## src/hw/rtl/sfd_pkg.sv

```systemverilog
package sfd_pkg;

  localparam int unsigned WinLen     = 43;
  localparam int unsigned NumFields  = 12;
  localparam int unsigned NumResults = NumFields + 1;
  localparam int unsigned CntW       = $clog2(WinLen + 1);
  localparam int unsigned RemW       = $clog2(NumResults + 1);
  localparam int unsigned IdxW       = 4;
  localparam int unsigned ValW       = 24;

  localparam logic [IdxW-1:0] LastIndex = IdxW'(NumFields);

  localparam logic [7:0] SyncByte = 8'h55;
  localparam logic [7:0] GyroId   = 8'h51;
  localparam logic [7:0] AccelId  = 8'h52;
  localparam logic [7:0] AngleId  = 8'h53;

  localparam int unsigned FieldOffset [NumFields] = '{
    2, 5, 8, 13, 16, 19, 24, 27, 30, 33, 36, 39
  };

  typedef logic [7:0]      byte_t;
  typedef logic [ValW-1:0] value_t;

  typedef struct packed {
    logic load;
    logic shift;
  } res_ctrl_t;

endpackage

```

## src/hw/rtl/sfd_byte_cell.sv

```systemverilog
module sfd_byte_cell (
  input  logic          clk,
  input  logic          shift,
  input  sfd_pkg::byte_t din,
  output sfd_pkg::byte_t dout
);

  sfd_pkg::byte_t data;

  always_ff @(posedge clk) begin
    if (shift) begin
      data <= din;
    end
  end

  assign dout = data;

endmodule

```

## src/hw/rtl/sfd_result_cell.sv

```systemverilog
module sfd_result_cell (
  input  logic               clk,
  input  sfd_pkg::res_ctrl_t ctrl,
  input  sfd_pkg::value_t    load_val,
  input  sfd_pkg::value_t    din,
  output sfd_pkg::value_t    dout
);

  sfd_pkg::value_t data;

  always_ff @(posedge clk) begin
    if (ctrl.load) begin
      data <= load_val;
    end else if (ctrl.shift) begin
      data <= din;
    end
  end

  assign dout = data;

endmodule

```

## src/hw/rtl/sensor_frame_deframer_top.sv

```systemverilog
// sensor frame deframer
// input stream: one received serial byte per transaction on s_tdata[7:0].
// the bytes shift through a row of 43 byte cells; when the window holds the
// three sync pairs 55 51 / 55 52 / 55 53 at bytes 0, 11 and 22 and at least
// 43 bytes have arrived since reset or since the previous frame, the frame
// is taken in the same cycle the last byte is accepted.
// output stream: 13 transactions per frame, field index in m_tdata[3:0],
// value in m_tdata[27:4]; m_tlast marks the status byte (index 12).
// the first result is valid in the cycle after the frame's last byte is
// accepted; the 13 results then leave one per cycle while m_tready is
// high, from a row of 13 result cells that shift toward the output.
// throughput: one byte per cycle while s_tready is high. s_tready drops only when the byte that
// could complete a new frame arrives while results of the previous frame
// are still waiting; that is the only coupling between the two sides.
// when the receiver stalls, the current result holds and bytes keep
// flowing until that point.
// reset clears the window to zeros, the byte count and the result count.
module sensor_frame_deframer_top (
  input  logic        clk,
  input  logic        rst,
  input  logic        s_tvalid,
  output logic        s_tready,
  input  logic [7:0]  s_tdata,   // [7:0] rx_byte
  output logic        m_tvalid,
  input  logic        m_tready,
  output logic [31:0] m_tdata,   // [3:0] field_index, [27:4] field_value
  output logic        m_tlast
);

  localparam int unsigned WinLen     = sfd_pkg::WinLen;
  localparam int unsigned NumResults = sfd_pkg::NumResults;
  localparam int unsigned CntW       = sfd_pkg::CntW;
  localparam int unsigned RemW       = sfd_pkg::RemW;
  localparam int unsigned IdxW       = sfd_pkg::IdxW;
  localparam int unsigned ValW       = sfd_pkg::ValW;

  sfd_pkg::byte_t  win     [WinLen];
  sfd_pkg::value_t res     [NumResults];
  sfd_pkg::value_t res_val [NumResults];

  logic [CntW-1:0] cnt, cnt_next, cnt_inc;
  logic [RemW-1:0] rem, rem_next;
  logic            s_acc, m_acc, hdr_ok, frame;
  sfd_pkg::res_ctrl_t res_ctrl;
  logic [IdxW-1:0] idx;

  assign s_acc = s_tvalid && s_tready;
  assign m_acc = m_tvalid && m_tready;

  // a byte that can close a frame waits until the result row is empty
  assign s_tready = (rem == '0) || (cnt < CntW'(WinLen - 1));

  // window byte i after the shift sits in cell i+1 now
  assign hdr_ok = (win[1]  == sfd_pkg::SyncByte) && (win[2]  == sfd_pkg::GyroId) &&
                  (win[12] == sfd_pkg::SyncByte) && (win[13] == sfd_pkg::AccelId) &&
                  (win[23] == sfd_pkg::SyncByte) && (win[24] == sfd_pkg::AngleId);

  assign cnt_inc = (cnt < CntW'(WinLen)) ? cnt + 1'b1 : cnt;
  assign frame   = s_acc && (cnt_inc == CntW'(WinLen)) && hdr_ok;

  always_comb begin
    cnt_next = cnt;
    if (s_acc) begin
      cnt_next = frame ? '0 : cnt_inc;
    end
  end

  always_comb begin
    rem_next = rem;
    if (frame) begin
      rem_next = RemW'(NumResults);
    end else if (m_acc) begin
      rem_next = rem - 1'b1;
    end
  end

  always_ff @(posedge clk) begin
    if (rst) begin
      cnt <= '0;
      rem <= '0;
    end else begin
      cnt <= cnt_next;
      rem <= rem_next;
    end
  end

  // byte cells: newest enters at the top, oldest at cell 0
  genvar i;
  generate
    for (i = 0; i < WinLen; i++) begin : g_win
      sfd_pkg::byte_t din;
      logic           sh;
      if (i == WinLen - 1) begin : g_top
        assign din = rst ? '0 : s_tdata;
      end else begin : g_mid
        assign din = rst ? '0 : win[i+1];
      end
      assign sh = rst || s_acc;
      sfd_byte_cell u_cell (
        .clk  (clk),
        .shift(sh),
        .din  (din),
        .dout (win[i])
      );
    end
  endgenerate

  assign res_ctrl.load  = frame;
  assign res_ctrl.shift = m_acc;

  // result cells: cell 0 drives the output
  genvar k;
  generate
    for (k = 0; k < NumResults; k++) begin : g_res
      sfd_pkg::value_t din;
      if (k == NumResults - 1) begin : g_stat
        assign res_val[k] = {(ValW - 8)'(0), s_tdata};
        assign din        = '0;
      end else begin : g_fld
        localparam int unsigned Off = sfd_pkg::FieldOffset[k];
        assign res_val[k] = {win[Off+3], win[Off+2], win[Off+1]};
        assign din        = res[k+1];
      end
      sfd_result_cell u_cell (
        .clk     (clk),
        .ctrl    (res_ctrl),
        .load_val(res_val[k]),
        .din     (din),
        .dout    (res[k])
      );
    end
  endgenerate

  assign idx      = IdxW'(RemW'(NumResults) - rem);
  assign m_tvalid = (rem != '0);
  assign m_tlast  = (rem == RemW'(1));
  assign m_tdata  = {(32 - IdxW - ValW)'(0), res[0], idx};

endmodule

```

## config.mk

```make
export PLATFORM = sky130hd
export DESIGN_NAME = sensor_frame_deframer_top
export DESIGN_NICKNAME = d
export VERILOG_FILES = /design/src/hw/rtl/sfd_pkg.sv /design/src/hw/rtl/sfd_byte_cell.sv /design/src/hw/rtl/sfd_result_cell.sv /design/src/hw/rtl/sensor_frame_deframer_top.sv
export SDC_FILE = /design/constraint.sdc
export NUM_CORES = 1
export LEC_CHECK = 0
export BUFFER_PORTS_ARGS = -buffer_cell sky130_fd_sc_hd__buf_2
export CAP_MARGIN = 15
export CORE_AREA = 4 4 231 233
export DETAILED_ROUTE_END_ITERATION = 10
export DIE_AREA = 0 0 235 237
export PLACE_DENSITY = 0.71
export SLEW_MARGIN = 20
export SYNTH_ARGS = -nofsm -noshare
export SYNTH_HDL_FRONTEND = slang
export SYNTH_HIERARCHICAL = 1
export SYNTH_SLANG_ARGS = --single-unit
export TNS_END_PERCENT = 1
```

## constraint.sdc

```tcl
create_clock -name clk -period 23.9 [get_ports clk]
set_input_delay 1.195 -clock clk [delete_from_list [all_inputs] [get_ports clk]]
set_output_delay 1.195 -clock clk [all_outputs]
set_load 0.01 [all_outputs]
```

==> run summary <==
Kind of critical path: reg -> reg
Primary FF master, synth: edfxtp_1
Register clock-pin slew on the reported worst setup and hold paths: 60 ps
Measured slew at the worst slew-check pin: 1180 ps
Peak VDD IR: 71.9 uV
Reg2Reg Depth: 8
Post-DP HPWL: 24.3 mm
Synthesized area: 28000 um^2
DR pass1 iterations: 5
Global-route track usage on met2: 26.1%
Worst Hold Path Cells: 1
Post-DP Area: 28500 um^2
Worst clock skew: 23.8 ps
Hold Fails Final Rpt: 0
Flop pwr share: 54.5%
Ports: 47
Static Leak: 0.0111 uW
Status: complete, no violations
Aggregate global routing overflow: 0
Clock root buffer master: clkbuf_16
Final Setup Violations: 0
CP Launch Type: register
# DRC: 0
Layout area overhead: 8.82%
Routed via count: 12100
Die H: 237 um
Avg WL per Cell: 18.3 um
Port bufs: 42
Final ANT Viol Nets: 0
Number of post-CTS setup repair buffers: 0
Post-Synthesis Mean Instance Area: 18.4 um^2
Post-route cell area: 30500 um^2
CTS Buf Count: 66
TNS Setup: 0 ps
Power Density: 102 nW/um^2
Relative slew slack: 21.5%
Most Used Layer, Global Route: met2
Routability cong.: 0.761
Core area: 51200 um^2
Grt met3 use: 2.97%
Max Cap Viol: 0
Worst r2r src: g_win[2].u_cell/dout[2]
Crit-path max FO: 148
Die X-Extent: 235 um
Hold Crit Start: g_res[7].u_cell/dout[6]
Net Sw Frac: 22.7%
1st-iter DRT viols: 829
Synth Instances: 1519
Tot GR Track Use: 15.2%
Met1 usage: 19.4%
Vias per inst: 5.21
RSZ-0062 raised after global routing: false
Rows: 83
Async SR Flop Fraction: 0%
Clock Sink Count: 658
Post-synthesis cell type count: 51
Diode count: 0
Clock Latency Late Sink: 590 ps
Clock period minus worst slack: 5030 ps
Hold Path Sink: g_res[6].u_cell/dout[6]
Comb pwr share: 14.4%
Final period util: 21.1%
Fin nets: 1612
Crit path DAT: 5360 ps
CTS Buffer Depth: 3
Initial antenna violation count: 2
Sequential area share after synthesis: 70.2%
Share of cells above drive strength 1: 28.2%
CTS tree: done
Yosys reg bits: 658
PostCTS Resize Cnt: 0
EDFF count, synth: 648
P_sw: 707 uW
Synthesis Warnings: 6
Fmax: 0.199 GHz
Fin. max-slew vios: 0
Hold WC Path Type: reg -> reg
Starting Density: 54.7%
Pin count of the biggest net entering global routing: 189
Data required, critical path: 24230 ps
WL final: 42.6 mm
Worst Setup End Kind: register
Vias in the first global route: 12700
R2R setup slack: 18870 ps
Htree depth: 3
Clk pwr share: 31.1%
Power Internal: 2400 uW
Hold Buf Count CTS: 0
Die ar.: 55700 um^2
First-pass GRT wire length: 68.4 mm
Worst R2R End: g_res[10].u_cell/dout[0]
-- registers in the layout, summed over array words and instances (netlist names) --
register,count
g_res.u_cell/dout,312
g_win.u_cell/dout,336
rem,4
cnt,6
-- power by group through the flow --
stage               clock, uW  combinational, uW  sequential (uW)
finish                    967                449             1690
global route             1050                490             1720
CTS                       995                459             1700
detailed placement          0                457             1720
global placement            0                444             1710
floorplan                   0                344             1700
-- kinds of logic (layout without fill, tap and decap cells) --
kind of cell / after synthesis / count (layout) / synth area share, %
AOI/OAI and AO/OA: 25 / 25 / 0.679
xor gates and xnor gates: 5 / 5 / 0.156
adders and majority gates: 6 / 6 / 0.268
buffers and inverters: 92 / 171 / 3.17
DFF: 658 / 658 / 70.2
muxes: 314 / 314 / 15.9
other: 1 / 44 / 0.0134
and+or+nand+nor: 418 / 418 / 9.54
-- metrics by stage --
step	util, %	hold slack, ps	worst slack [ps]	instances	total power, uW
4_1_cts	59.5	536	18830	2321	3150
6_report	59.5	540	18870	2321	3110
2_1_floorplan	-	525	13360	1562	2050
5_1_grt	59.5	548	18560	2321	3250
3_5_place_dp	55.6	533	18560	2206	2180
3_3_place_gp	55.6	529	18640	2206	2160
-- metal layers --
metal	up-vias	part of all wire, %
li1	5742	-
met1	6106	42
met2	161	52
met3	73	3.2
met4	0	2.6
met5	-	0
-- worst max path at each step --
stage / startpoint / slack [ps] / end
after detailed placement: rst / 18560 / g_win[42].u_cell/dout[7]
after CTS: g_win[2].u_cell/dout[2] / 18830 / g_res[10].u_cell/dout[0]
after global placement: rst / 18640 / g_win[42].u_cell/dout[7]
after global routing: rem[1] / 18560 / g_res[10].u_cell/dout[0]
after floorplan: rst / 13360 / g_win[10].u_cell/dout[0]
final: g_win[2].u_cell/dout[2] / 18870 / g_res[10].u_cell/dout[0]
-- synth_stat cells (all sizes together), types with 4 or more instances --
| cell | instances | area [um^2] |
|---|---|---|
| and4b | 4 | 40.0 |
| buf | 46 | 714 |
| clkbuf | 41 | 154 |
| dfxtp | 10 | 200 |
| edfxtp | 648 | 19500 |
| ha | 6 | 75.1 |
| inv | 5 | 18.8 |
| mux2 | 312 | 4440 |
| nand2 | 11 | 41.3 |
| nand3 | 4 | 20.0 |
| nand4 | 5 | 31.3 |
| nor2 | 8 | 30.0 |
| nor2b | 338 | 2110 |
| nor4 | 5 | 58.8 |
| nor4b | 6 | 52.6 |
| nor4bb | 9 | 90.1 |
| o21ai | 5 | 25.0 |
| or2 | 13 | 81.3 |
| xnor2 | 4 | 35.0 |
-- layout by cell type, fill, tap and decap left out, types with 3 or more instances in the layout --
| cell | n |
|---|---|
| nor2b_1 | 338 |
| buf_2 | 41 |
| xnor2_1 | 4 |
| nor2_1 | 8 |
| or2_2 | 11 |
| o21a_1 | 3 |
| bufinv_16 | 3 |
| nor3_1 | 3 |
| clkbuf_16 | 69 |
| nor4b_1 | 6 |
| o21ai_0 | 5 |
| clkinv_1 | 16 |
| ha_1 | 6 |
| dfxtp_1 | 10 |
| mux2_2 | 65 |
| nand4_1 | 5 |
| clkbuf_1 | 16 |
| edfxtp_1 | 648 |
| mux2_4 | 247 |
| a21oi_1 | 3 |
| inv_1 | 5 |
| nor4bb_1 | 9 |
| nand3_1 | 4 |
| clkinv_2 | 8 |
| conb_1 | 44 |
| and4b_1 | 4 |
| o21ba_1 | 3 |
| nand2_1 | 11 |
| buf_4 | 7 |
-- final cells by class --
type / instances / area (um^2)
clock buffer: 85 / 1790
timing repair buffer: 51 / 313
clock inverter: 30 / 216
inverter: 5 / 18.8
multi-input combinational: 812 / 7610
fill: 3763 / 20700
tap: 680 / 851
sequential: 658 / 19700
-- critical path: stages, from the launching register on --
cell and delay, ps:
edfxtp_1 420, or4b_1 560, nor4_2 220, o2111ai_1 280, nor4_4 400, buf_12 700, buf_4 790, buf_4 800
mux2_2 420
No activity file was read; power rests on OpenSTA's default activity.
